**src/sv/oale_pkg.sv**
```systemverilog
// ============================================================================
// Ordered list engine package
// Shared constants, operation and status codes, and transaction types.
// ============================================================================
package oale_pkg;

    localparam int CAPACITY_DEF = 16;

    // Operation codes carried in the opcode field.
    localparam logic [2:0] OP_APPEND      = 3'd0;
    localparam logic [2:0] OP_INSERT      = 3'd1;
    localparam logic [2:0] OP_REMOVE_LAST = 3'd2;
    localparam logic [2:0] OP_ERASE       = 3'd3;
    localparam logic [2:0] OP_CLEAR       = 3'd4;
    localparam logic [2:0] OP_READ        = 3'd5;
    localparam logic [2:0] OP_WRITE       = 3'd6;

    // Status codes returned with every result.
    localparam logic [1:0] ST_OK    = 2'd0;
    localparam logic [1:0] ST_FULL  = 2'd1;
    localparam logic [1:0] ST_EMPTY = 2'd2;
    localparam logic [1:0] ST_RANGE = 2'd3;

    typedef enum logic [0:0] {
        CTL_IDLE,
        CTL_RESP
    } ctl_state_t;

    typedef struct packed {
        logic [2:0]         opcode;
        logic [4:0]         position;
        logic signed [31:0] value;
    } req_item_t;

    typedef struct packed {
        logic signed [31:0] read_value;
        logic [4:0]         count;
        logic               is_empty;
        logic [1:0]         status;
    } rsp_item_t;

    typedef struct packed {
        logic exec;
        logic load_out;
    } ctl_cmd_t;

endpackage

```
**src/sv/ordered_array_list_engine_core.sv**
```systemverilog
// ============================================================================
// Ordered list engine
// Fixed-capacity ordered list of signed words with append, insert, remove
// last, erase, clear, read and write operations.
// ============================================================================
// Usage:
//   The request channel (req_valid, req_ready, req) carries one operation per
//   transaction: opcode, position and value. The response channel (rsp_valid,
//   rsp_ready, rsp) returns exactly one transaction per request with the word
//   at the addressed index, the new count, an empty flag and a status code.
//   A refused operation leaves the list untouched and reports why.
//   The response becomes valid with the load of the output register. The
//   block works on one request at a time and takes no new one until the last
//   is loaded: the accepting edge updates all element cells and the count in
//   parallel, and a later edge, once the output register is free, loads the
//   addressed cell from the updated list into that register. A new request
//   is taken while a finished response still waits.
//   When the receiver stalls, the response holds in its register and the
//   block stalls after accepting at most one more request.
//   Reset clears the count and the control state; element words are not
//   cleared and are only ever read after they were written.
// ============================================================================
module ordered_array_list_engine_core #(
    parameter int CAPACITY = oale_pkg::CAPACITY_DEF
) (
    input  logic                clk,
    input  logic                rst_n,
    input  logic                req_valid,
    output logic                req_ready,
    input  oale_pkg::req_item_t req,
    output logic                rsp_valid,
    input  logic                rsp_ready,
    output oale_pkg::rsp_item_t rsp
);

    oale_pkg::ctl_cmd_t cmd;

    oale_ctrl u_ctrl (
        .clk       (clk),
        .rst_n     (rst_n),
        .req_valid (req_valid),
        .req_ready (req_ready),
        .rsp_valid (rsp_valid),
        .rsp_ready (rsp_ready),
        .cmd       (cmd)
    );

    oale_datapath #(
        .CAPACITY (CAPACITY)
    ) u_datapath (
        .clk   (clk),
        .rst_n (rst_n),
        .cmd   (cmd),
        .req   (req),
        .rsp   (rsp)
    );

endmodule

```
**src/sv/oale_datapath.sv**
```systemverilog
// ============================================================================
// Ordered list engine datapath
// Element cells with neighbor shifting, element count, and result register.
// ============================================================================
module oale_datapath #(
    parameter int CAPACITY = oale_pkg::CAPACITY_DEF
) (
    input  logic                clk,
    input  logic                rst_n,
    input  oale_pkg::ctl_cmd_t  cmd,
    input  oale_pkg::req_item_t req,
    output oale_pkg::rsp_item_t rsp
);

    localparam int CW = $clog2(CAPACITY + 1);
    localparam int IW = $clog2(CAPACITY);
    localparam int W  = (CW > 5) ? CW : 5;
    localparam logic [W-1:0] CAP_W = W'(CAPACITY);

    logic signed [31:0] store_reg [CAPACITY];
    logic [CW-1:0]      cnt_reg;
    logic [CW-1:0]      cnt_next;
    logic [1:0]         stat_reg;
    logic [1:0]         stat_next;
    logic [W-1:0]       addr_reg;
    logic [W-1:0]       addr_next;
    logic               has_addr_reg;
    logic               has_addr_next;
    oale_pkg::rsp_item_t rsp_reg;
    oale_pkg::rsp_item_t rsp_next;

    logic [W-1:0] pos_w;
    logic [W-1:0] cnt_w;
    logic         do_app;
    logic         do_ins;
    logic         do_ers;
    logic         do_wr;

    logic               cell_we [CAPACITY];
    logic signed [31:0] cell_d  [CAPACITY];

    assign pos_w = W'(req.position);
    assign cnt_w = W'(cnt_reg);

    // Decode the operation against the current count.
    always_comb
    begin
        stat_next     = oale_pkg::ST_OK;
        cnt_next      = cnt_reg;
        addr_next     = pos_w;
        has_addr_next = 1'b0;
        do_app        = 1'b0;
        do_ins        = 1'b0;
        do_ers        = 1'b0;
        do_wr         = 1'b0;
        unique case (req.opcode)
            oale_pkg::OP_APPEND:
            begin
                has_addr_next = 1'b1;
                if (cnt_w == CAP_W)
                begin
                    stat_next = oale_pkg::ST_FULL;
                    addr_next = cnt_w - W'(1);
                end
                else
                begin
                    do_app    = 1'b1;
                    cnt_next  = cnt_reg + CW'(1);
                    addr_next = cnt_w;
                end
            end
            oale_pkg::OP_INSERT:
            begin
                has_addr_next = 1'b1;
                if (pos_w > cnt_w)
                begin
                    stat_next = oale_pkg::ST_RANGE;
                end
                else if (cnt_w == CAP_W)
                begin
                    stat_next = oale_pkg::ST_FULL;
                end
                else
                begin
                    do_ins   = 1'b1;
                    cnt_next = cnt_reg + CW'(1);
                end
            end
            oale_pkg::OP_REMOVE_LAST:
            begin
                if (cnt_w == '0)
                begin
                    stat_next = oale_pkg::ST_EMPTY;
                end
                else
                begin
                    cnt_next      = cnt_reg - CW'(1);
                    has_addr_next = (cnt_w > W'(1));
                    addr_next     = cnt_w - W'(2);
                end
            end
            oale_pkg::OP_ERASE:
            begin
                has_addr_next = 1'b1;
                if (cnt_w == '0)
                begin
                    stat_next = oale_pkg::ST_EMPTY;
                end
                else if (pos_w >= cnt_w)
                begin
                    stat_next = oale_pkg::ST_RANGE;
                end
                else
                begin
                    do_ers   = 1'b1;
                    cnt_next = cnt_reg - CW'(1);
                end
            end
            oale_pkg::OP_CLEAR:
            begin
                cnt_next = '0;
            end
            oale_pkg::OP_READ:
            begin
                has_addr_next = 1'b1;
                if (pos_w >= cnt_w)
                begin
                    stat_next = oale_pkg::ST_RANGE;
                end
            end
            oale_pkg::OP_WRITE:
            begin
                has_addr_next = 1'b1;
                if (pos_w >= cnt_w)
                begin
                    stat_next = oale_pkg::ST_RANGE;
                end
                else
                begin
                    do_wr = 1'b1;
                end
            end
            default:
            begin
                stat_next = oale_pkg::ST_OK;
            end
        endcase
    end

    // Each cell takes the new word, its lower neighbor (insert) or its upper
    // neighbor (erase), all in the same cycle.
    for (genvar i = 0; i < CAPACITY; i++)
    begin : g_cell
        localparam logic [W-1:0] IDX = W'(i);
        logic               from_lo;
        logic               from_hi;
        logic signed [31:0] lo_word;
        logic signed [31:0] hi_word;

        if (i > 0)
        begin : g_lo
            assign from_lo = do_ins && (IDX > pos_w) && (IDX <= cnt_w);
            assign lo_word = store_reg[i-1];
        end
        else
        begin : g_lo_none
            assign from_lo = 1'b0;
            assign lo_word = '0;
        end

        if (i < CAPACITY - 1)
        begin : g_hi
            assign from_hi = do_ers && (IDX >= pos_w) && ((IDX + W'(1)) < cnt_w);
            assign hi_word = store_reg[i+1];
        end
        else
        begin : g_hi_none
            assign from_hi = 1'b0;
            assign hi_word = '0;
        end

        always_comb
        begin
            cell_we[i] = 1'b1;
            if (do_app && (cnt_w == IDX))
            begin
                cell_d[i] = req.value;
            end
            else if ((do_ins || do_wr) && (pos_w == IDX))
            begin
                cell_d[i] = req.value;
            end
            else if (from_lo)
            begin
                cell_d[i] = lo_word;
            end
            else if (from_hi)
            begin
                cell_d[i] = hi_word;
            end
            else
            begin
                cell_we[i] = 1'b0;
                cell_d[i]  = store_reg[i];
            end
        end
    end

    always_ff @(posedge clk)
    begin
        if (cmd.exec)
        begin
            for (int k = 0; k < CAPACITY; k++)
            begin
                if (cell_we[k])
                begin
                    store_reg[k] <= cell_d[k];
                end
            end
        end
    end

    always_ff @(posedge clk or negedge rst_n)
    begin
        if (!rst_n)
        begin
            cnt_reg <= '0;
        end
        else if (cmd.exec)
        begin
            cnt_reg <= cnt_next;
        end
    end

    always_ff @(posedge clk)
    begin
        if (cmd.exec)
        begin
            stat_reg     <= stat_next;
            addr_reg     <= addr_next;
            has_addr_reg <= has_addr_next;
        end
    end

    // The addressed word is read from the updated list held in the element cells.
    always_comb
    begin
        rsp_next.read_value = '0;
        if (has_addr_reg && (addr_reg < cnt_w))
        begin
            rsp_next.read_value = store_reg[addr_reg[IW-1:0]];
        end
        rsp_next.count    = 5'(cnt_reg);
        rsp_next.is_empty = (cnt_reg == '0);
        rsp_next.status   = stat_reg;
    end

    always_ff @(posedge clk)
    begin
        if (cmd.load_out)
        begin
            rsp_reg <= rsp_next;
        end
    end

    assign rsp = rsp_reg;

    a_cnt_bound: assert property (@(posedge clk) disable iff (!rst_n)
        cnt_w <= CAP_W)
        else $error("element count exceeds capacity");

    a_clear_empties: assert property (@(posedge clk) disable iff (!rst_n)
        cmd.exec && (req.opcode == oale_pkg::OP_CLEAR) |=> (cnt_reg == '0))
        else $error("clear did not empty the list");

    a_refused_keeps_count: assert property (@(posedge clk) disable iff (!rst_n)
        cmd.exec && (stat_next != oale_pkg::ST_OK) |=> $stable(cnt_reg))
        else $error("refused operation changed the count");

endmodule

```
**src/sv/oale_ctrl.sv**
```systemverilog
// ============================================================================
// Ordered list engine controller
// Sequences execute and result load, and owns the handshake flags.
// ============================================================================
module oale_ctrl (
    input  logic               clk,
    input  logic               rst_n,
    input  logic               req_valid,
    output logic               req_ready,
    output logic               rsp_valid,
    input  logic               rsp_ready,
    output oale_pkg::ctl_cmd_t cmd
);

    oale_pkg::ctl_state_t state_reg;
    oale_pkg::ctl_state_t state_next;
    logic                 rsp_valid_reg;
    logic                 rsp_valid_next;
    logic                 out_free;

    assign out_free = !rsp_valid_reg || rsp_ready;

    always_comb
    begin
        state_next = state_reg;
        unique case (state_reg)
            oale_pkg::CTL_IDLE:
            begin
                if (req_valid)
                begin
                    state_next = oale_pkg::CTL_RESP;
                end
            end
            oale_pkg::CTL_RESP:
            begin
                if (out_free)
                begin
                    state_next = oale_pkg::CTL_IDLE;
                end
            end
            default:
            begin
                state_next = oale_pkg::CTL_IDLE;
            end
        endcase
    end

    always_comb
    begin
        req_ready    = 1'b0;
        cmd.exec     = 1'b0;
        cmd.load_out = 1'b0;
        unique case (state_reg)
            oale_pkg::CTL_IDLE:
            begin
                req_ready = 1'b1;
                cmd.exec  = req_valid;
            end
            oale_pkg::CTL_RESP:
            begin
                cmd.load_out = out_free;
            end
            default:
            begin
                req_ready = 1'b0;
            end
        endcase
    end

    always_comb
    begin
        rsp_valid_next = rsp_valid_reg;
        if (cmd.load_out)
        begin
            rsp_valid_next = 1'b1;
        end
        else if (rsp_ready)
        begin
            rsp_valid_next = 1'b0;
        end
    end

    always_ff @(posedge clk or negedge rst_n)
    begin
        if (!rst_n)
        begin
            state_reg     <= oale_pkg::CTL_IDLE;
            rsp_valid_reg <= 1'b0;
        end
        else
        begin
            state_reg     <= state_next;
            rsp_valid_reg <= rsp_valid_next;
        end
    end

    assign rsp_valid = rsp_valid_reg;

    a_load_no_overwrite: assert property (@(posedge clk) disable iff (!rst_n)
        cmd.load_out |-> (!rsp_valid_reg || rsp_ready))
        else $error("result register overwritten before it was taken");

    a_one_in_flight: assert property (@(posedge clk) disable iff (!rst_n)
        req_valid && req_ready |=> !req_ready && cmd.load_out == out_free)
        else $error("second transaction accepted while one is executing");

    a_valid_from_load: assert property (@(posedge clk) disable iff (!rst_n)
        $rose(rsp_valid_reg) |-> $past(cmd.load_out))
        else $error("result valid raised without a load");

endmodule
```
**config.mk**
```make
export PLATFORM = sky130hd
export DESIGN_NAME = ordered_array_list_engine_core
export DESIGN_NICKNAME = d
export VERILOG_FILES = /design/src/sv/oale_pkg.sv /design/src/sv/ordered_array_list_engine_core.sv /design/src/sv/oale_datapath.sv /design/src/sv/oale_ctrl.sv
export SDC_FILE = /design/constraint.sdc
export NUM_CORES = 1
export LEC_CHECK = 0
export BUFFER_PORTS_ARGS = -buffer_cell sky130_fd_sc_hd__buf_2
export CAP_MARGIN = 20
export CORE_ASPECT_RATIO = 0.7
export CORE_UTILIZATION = 30
export DETAILED_ROUTE_END_ITERATION = 6
export PLACE_DENSITY_LB_ADDON = 0.1
export SLEW_MARGIN = 20
export SYNTH_ARGS = -nofsm -noshare
export SYNTH_HDL_FRONTEND = slang
export SYNTH_SLANG_ARGS = --single-unit
```
**constraint.sdc**
```tcl
create_clock -name clk -period 14.31 [get_ports clk]
set_clock_uncertainty 0.05 [all_clocks]
set_input_delay 2.862 -clock clk [delete_from_list [all_inputs] [get_ports clk]]
set_output_delay 2.862 -clock clk [all_outputs]
set_load 0.02 [all_outputs]
```
==> flow_metrics.env, run 1 <==
export IMPL_maxSlewViolCount=0
export IMPL_area_delta_synth_final_pct=12.43
export IMPL_grt_pass1_vias=21900
export IMPL_design_area_mm2=0.03708
export IMPL_cts_root_buf="clkbuf_16"
export IMPL_placed_area_mm2=0.03492
export IMPL_path_clk_slew_ns=0.06
export IMPL_dp_cells=4053
export IMPL_finalSetupViolCount=0
export IMPL_fin_crit_sh=0.4631
export IMPL_overflow=0
export IMPL_die_h_um=279.4
export IMPL_synth_flop_cell="edfxtp_1"
export IMPL_cp_end_kind="flop"
export IMPL_ys_warnings_count=0
export IMPL_fin_tns_setup_ns=0
export IMPL_min_period_ns=6.627
export IMPL_clockPowerShare=0.385
export IMPL_place_port_buffers=85
export IMPL_max_stage_delay_ns=0.70
export IMPL_hold_slack_ns=0.4584
export IMPL_cts_sinks=567
export IMPL_die_w_um=398.3
export IMPL_grt_util_all_layers=0.2363
export IMPL_cts_buffers=68
export IMPL_cts_setup_buffers=0
export IMPL_arrival_ns=6.91
export IMPL_dp_hpwl_mm=89.74
export IMPL_net_switching_power_w=0.001397
export IMPL_clk_latency_ns=0.66
export IMPL_tightest_slew_ns=1.214
export IMPL_h_tree_depth=3
export IMPL_first_pass_iters=6
export IMPL_rsz0062_at_grt="false"
export IMPL_crit_chain="buf_2 -> ha_1 -> a21oi_1 -> o221ai_1 -> a21boi_2 -> and3_2 -> buf_4 -> nor3_1 -> nor2_4 -> buf_4"
export IMPL_status="completed"
export IMPL_post_drt_wl_per_cell_um=31.69
export IMPL_die_area_mm2=0.1113
export IMPL_fmax_mhz=150.9
export IMPL_synth_ff_latch_count=567
export IMPL_p_per_area_mw_per_mm2=122.9
export IMPL_final_hold_viol_count=0
export IMPL_syn_inst=2724
export IMPL_postRouteWirelength_mm=132.4
export IMPL_ys_types=64
export IMPL_hold_class="reg -> reg"
export IMPL_gp_congestion=0.8796
export IMPL_worst_path_most_repeated_cell="buf_4"
export IMPL_worst_endpoint_required_ns=14.59
export IMPL_synth_edf_count=560
export IMPL_tritoncts="built"
export IMPL_avgSynthCellArea_um2=12.11
export IMPL_slew_limit_headroom=0.1843
export IMPL_final_cells=4179
export IMPL_synthArstFlopShare=0.01235
export IMPL_path_class="in -> reg"
export IMPL_synth_nets=2788
export IMPL_route_detailed_drc=0
export IMPL_ios=86
export IMPL_start_kind="primary input"
export IMPL_largest_reg_flops=512
export IMPL_rows=101
export IMPL_cp_max_fo=33
export IMPL_cp_slowest_cell="a21boi_2"
export IMPL_start_util=0.3035
export IMPL_viasPerCell=5.641
export IMPL_grt_start_max_net_pins=86
export IMPL_max_cap_violations=0
export IMPL_ys_seq_area_frac=0.5152
export IMPL_core_area_mm2=0.1087
export IMPL_grt_pass1_wl_mm=184.6
export IMPL_cts_max_path_buffers=3
export IMPL_via_count=23570
export IMPL_antenna_found_initial=20
export IMPL_syn_area_mm2=0.03298
export IMPL_combPwrFrac=0.187
export IMPL_totalPowerFinal_w=0.004559
export IMPL_nNetsFinal=2745
export IMPL_drive_above_1_share=0.1878
export IMPL_p_int_w=0.003161
export IMPL_switching_share=0.3065
export IMPL_ctsResizeCount=0
export IMPL_postRouteAntennaNets=0
export IMPL_p_leak_nw=11.08
export IMPL_ctsHoldBuffers=0
export IMPL_seq_power_share=0.428
export IMPL_drt_initial_drc_count=3128
export IMPL_ir_drop_mv=0.07768
-- area by class of cell --
| class | instances | area (um^2) |
|---|---|---|
| fillers | 10630 | 71600 |
| well taps | 1442 | 1804 |
| clock buffers | 78 | 1760 |
| clock inverters | 42 | 386.6 |
| diodes | 6 | 15.01 |
| multi-input cells | 1899 | 15280 |
| flip-flops and latches | 567 | 16990 |
| repair buffers | 134 | 805.8 |
| inverters | 11 | 41.29 |
-- kinds of logic after synthesis --
logic type / after synthesis / share of synthesized area
AOI/OAI and AO/OA: 565 / 0.09264
xor gates and xnor gates: 2 / 0.0005312
adders and majority gates: 20 / 0.007587
buffers and inverters: 258 / 0.03433
DFF: 567 / 0.5152
muxes: 673 / 0.2674
and+or+nand+nor: 639 / 0.08232
-- cells in the mapped netlist, types with 3 or more instances --
master    number  area share
mux2i_1      448        0.14
nor2b_1       39      0.0074
a221oi_1       3     0.00080
buf_1         21      0.0024
and3_1         6      0.0011
a211oi_1       9      0.0020
ha_1          20      0.0076
buf_2         50      0.0076
nand2b_1      10      0.0019
edfxtp_1     560        0.51
o22ai_1       12      0.0023
o21ai_1      145       0.022
nand2_1      467       0.053
o21ai_0      288       0.044
dfrtp_1        7      0.0053
nor2_1        70      0.0080
a31oi_1        9      0.0017
a221o_1        4      0.0012
mux4_2       160        0.11
buf_4         13      0.0030
a21o_1         3     0.00068
mux2_2        65       0.022
buf_6          7      0.0024
inv_1         10      0.0011
a21oi_1       62      0.0094
o211ai_1       3     0.00068
a22oi_1        3     0.00068
clkbuf_1     156       0.018
nor3_1         5     0.00076
and2_1         9      0.0017
nand3_1       12      0.0018
-- per-stage QoR --
stage,utilization,setup slack (ns)
after detailed placement,0.3213,7.065
after CTS,0.3411,7.745
after floorplan,-,7.639
final,0.3412,7.683
after global routing,0.3411,7.595
after global placement,0.3213,7.079
-- metal layers --
metal | vias to the layer above | share of wire | track usage
met5 | - | 0.00041 | 0
met3 | 108 | 0.11 | 0.06584
met2 | 1182 | 0.35 | 0.2788
met1 | 12040 | 0.53 | 0.4081
met4 | 8 | 0.010 | 0.03212
li1 | 10230 | - | -
-- cell usage in the layout, fill, tap and decap left out, drive strengths merged, types with 20 or more instances in the layout --
cell type and count:
edfxtp 560, nand2 467, mux2i 448, o21ai 433
mux4 160, buf 134, clkbuf 78, nor2 71
mux2 65, a21oi 62, nor2b 39, clkinv 31
ha 20
-- worst paths after layout --
check / start / endpoint / slack (ns) / depth (start not counted)
max: req[36] / u_datapath.store_reg[11][22]$_DFFE_PP_ / 7.68 / 10
min: u_datapath.stat_reg[1]$_DFFE_PP_ / u_datapath.rsp[1]$_DFFE_PP_ / 0.46 / 0
max reg2reg: u_datapath.cnt_reg[2]$_DFFE_PN0P_ / u_datapath.store_reg[11][22]$_DFFE_PP_ / 8.95 / 10
min reg2reg: u_datapath.stat_reg[1]$_DFFE_PP_ / u_datapath.rsp[1]$_DFFE_PP_ / 0.46 / 0
max in group asynchronous: rst_n / u_datapath.cnt_reg[3]$_DFFE_PN0P_ / 12.02 / 1
min in group asynchronous: rst_n / u_datapath.cnt_reg[1]$_DFFE_PN0P_ / 2.00 / 1
-- critical path, delay by kind of cell --
kind / cells / cell delay [ns]
AOI/OAI and AO/OA: 3 / 1.27
adders and majority gates: 1 / 0.35
buffers and inverters: 3 / 1.35
and+or+nand+nor: 3 / 1.04
-- power groups by stage --
stage	clock [W]	combinational [W]	sequential, W
after floorplan	0	0.000478	0.00198
after global placement	0	0.000846	0.00198
after detailed placement	0	0.000841	0.00198
after CTS	0.00180	0.000845	0.00195
after global routing	0.00185	0.000908	0.00196
final	0.00176	0.000851	0.00195
Note: power is estimated with default switching activity, not from simulation.
==> run 2: changes to the inputs <==
- clock period: 14.31 -> 5.3 ns (I/O delays scaled with it)
==> run 2 against run 1 <==
Power rose to 2.5 times the previous value. Sequential cell count did not move. First-iteration DRC count shrank 22%. Register-to-register slack got worse by 7.4 ns. Final cell count rose by 0.50%. Largest power group unchanged.
==> flow_metrics.env, run 2 (synthesis gave the netlist of run 1 again) <==
export IMPL_ios=86
export IMPL_first_pass_iters=5
export IMPL_p_leak_nw=11.15
export IMPL_postRouteWirelength_mm=120.5
export IMPL_p_per_area_mw_per_mm2=310.1
export IMPL_path_buf_inv=2
export IMPL_ff_latch_area_mm2=0.01699
export IMPL_final_cells=4200
export IMPL_multi_input_area_mm2=0.01527
export IMPL_path_class="in -> reg"
export IMPL_largest_reg_flops=512
export IMPL_endpoint="u_datapath.store_reg[7][20]$_DFFE_PP_"
export IMPL_maxSlewViolCount=0
export IMPL_grt_pass1_vias=23150
export IMPL_core_area_mm2=0.1087
export IMPL_cts_root_buf="clkbuf_16"
export IMPL_antenna_cells=0
export IMPL_final_cell_mix="edfxtp_1, nand2_1, mux2i_1"
export IMPL_cp_depth=9
export IMPL_ir_drop_mv=0.2736
export IMPL_min_period_ns=4.048
export IMPL_r2r_cells=9
export IMPL_critical_path_top_delay_family="compound AO/OA/AOI/OAI gates"
export IMPL_layout_commonest_cell="edfxtp_1"
export IMPL_nNetsFinal=2772
export IMPL_hold_class="in -> async"
export IMPL_max_cap_violations=0
export IMPL_fin_crit_sh=0.7638
export IMPL_cts_setup_buffers=0
export IMPL_design_area_mm2=0.03726
export IMPL_ctsHoldBuffers=0
export IMPL_die_h_um=279.4
export IMPL_status="completed"
export IMPL_drt_initial_drc_count=2444
export IMPL_rsz0062_at_grt="false"
export IMPL_reg2reg_from="u_datapath.cnt_reg[2]$_DFFE_PN0P_"
export IMPL_clk_latency_ns=0.66
export IMPL_die_w_um=398.3
export IMPL_worst_r2r_setup_slack_ns=1.50
export IMPL_fin_tns_setup_ns=0
export IMPL_dp_hpwl_mm=70.17
export IMPL_cts_buffers=61
export IMPL_cp_slowest_cell="buf_4"
export IMPL_nFillCells=10680
export IMPL_max_stage_delay_ns=0.75
export IMPL_postRouteAntennaNets=0
export IMPL_h_tree_depth=2
export IMPL_area_delta_synth_final_pct=12.98
export IMPL_cp_end_kind="flop"
export IMPL_grt_start_max_net_pins=78
export IMPL_via_count=23210
export IMPL_place_port_buffers=85
export IMPL_rows=101
export IMPL_cp_max_fo=32
export IMPL_route_detailed_drc=0
export IMPL_start_kind="primary input"
export IMPL_antenna_found_initial=5
export IMPL_post_drt_wl_per_cell_um=28.69
export IMPL_gp_congestion=0.8157
export IMPL_slew_limit_headroom=0.3102
export IMPL_fmax_mhz=247.0
export IMPL_r2r_end="u_datapath.store_reg[7][20]$_DFFE_PP_"
export IMPL_path_clk_slew_ns=0.06
export IMPL_finalSetupViolCount=0
export IMPL_start_util=0.3035
export IMPL_viasPerCell=5.525
export IMPL_crit_chain="buf_2 -> ha_1 -> a21oi_1 -> o221ai_1 -> a21boi_2 -> and3_4 -> buf_4 -> mux2i_1 -> o21ai_0"
export IMPL_tightest_slew_ns=1.035
export IMPL_cts_sinks=567
export IMPL_grt_util_all_layers=0.2144
export IMPL_arrival_ns=4.36
export IMPL_worstSetupStartpoint="req[36]"
export IMPL_drive_above_1_share=0.1911
export IMPL_placed_area_mm2=0.03544
export IMPL_overflow=0
export IMPL_tritoncts="built"
export IMPL_grt_pass1_wl_mm=173.1
export IMPL_worst_endpoint_required_ns=5.61
export IMPL_dp_cells=4087
export IMPL_cts_max_path_buffers=3
export IMPL_die_area_mm2=0.1113
export IMPL_ctsResizeCount=0
export IMPL_final_hold_viol_count=0
[run 2: cell count changes in the layout (fill, tap and decap cells not counted), sizes merged, moves of 3 or more]
cell    change
buf        +34
bufinv      -6
clkbuf      +4
clkinv      -3
diode       -6
inv         -3
[run 2: how the worst min path moves through the flow]
stage | startpoint | to | slack, ns | cells after the start
3_5_place_dp | u_datapath.stat_reg[0]$_DFFE_PP_ | u_datapath.rsp[0]$_DFFE_PP_ | 0.36 | 0
5_1_grt | rst_n | u_ctrl.state_reg$_DFF_PN0_ | 0.17 | 1
2_1_floorplan | u_datapath.stat_reg[0]$_DFFE_PP_ | u_datapath.rsp[0]$_DFFE_PP_ | 0.35 | 0
3_3_place_gp | u_datapath.stat_reg[0]$_DFFE_PP_ | u_datapath.rsp[0]$_DFFE_PP_ | 0.38 | 0
6_report | rst_n | u_datapath.cnt_reg[0]$_DFFE_PN0P_ | 0.19 | 1
4_1_cts | rst_n | u_datapath.cnt_reg[0]$_DFFE_PN0P_ | 0.15 | 1
[run 2: final cells by class]
class | count | share of cell area
clock buffers | 82 | 0.04473
clock inverters | 31 | 0.004130
inverters | 11 | 0.001108
multi-input cells | 1899 | 0.4098
flip-flops and latches | 567 | 0.4560
well taps | 1442 | 0.04842
repair buffers | 168 | 0.03586
[run 2: power breakdown]
group          internal [W]  switching (W)  leakage (nW)
combinational      0.000785        0.00146          5.11
sequential          0.00512      0.0000760          5.15
clock               0.00219        0.00193         0.883
[run 2: metrics by stage]
stage / hold WS, ns / worst slack, ns / total power (W) / utilization
5_1_grt: 0.1702 / 1.121 / 0.01201 / 0.3429
3_3_place_gp: 0.3820 / 0.7561 / 0.007536 / 0.3261
4_1_cts: 0.1472 / 1.356 / 0.01171 / 0.3429
2_1_floorplan: 0.3503 / 0.4311 / 0.006645 / -
3_5_place_dp: 0.3612 / 0.6426 / 0.007541 / 0.3261
6_report: 0.1856 / 1.252 / 0.01155 / 0.3429
[run 2: metal layers]
metal,vias to the layer above,share of wire,track usage
li1,10290,-,-
met1,11960,0.51,0.3426
met2,841,0.42,0.3066
met3,116,0.057,0.02862
met4,2,0.014,0.03615
met5,-,0.000083,0
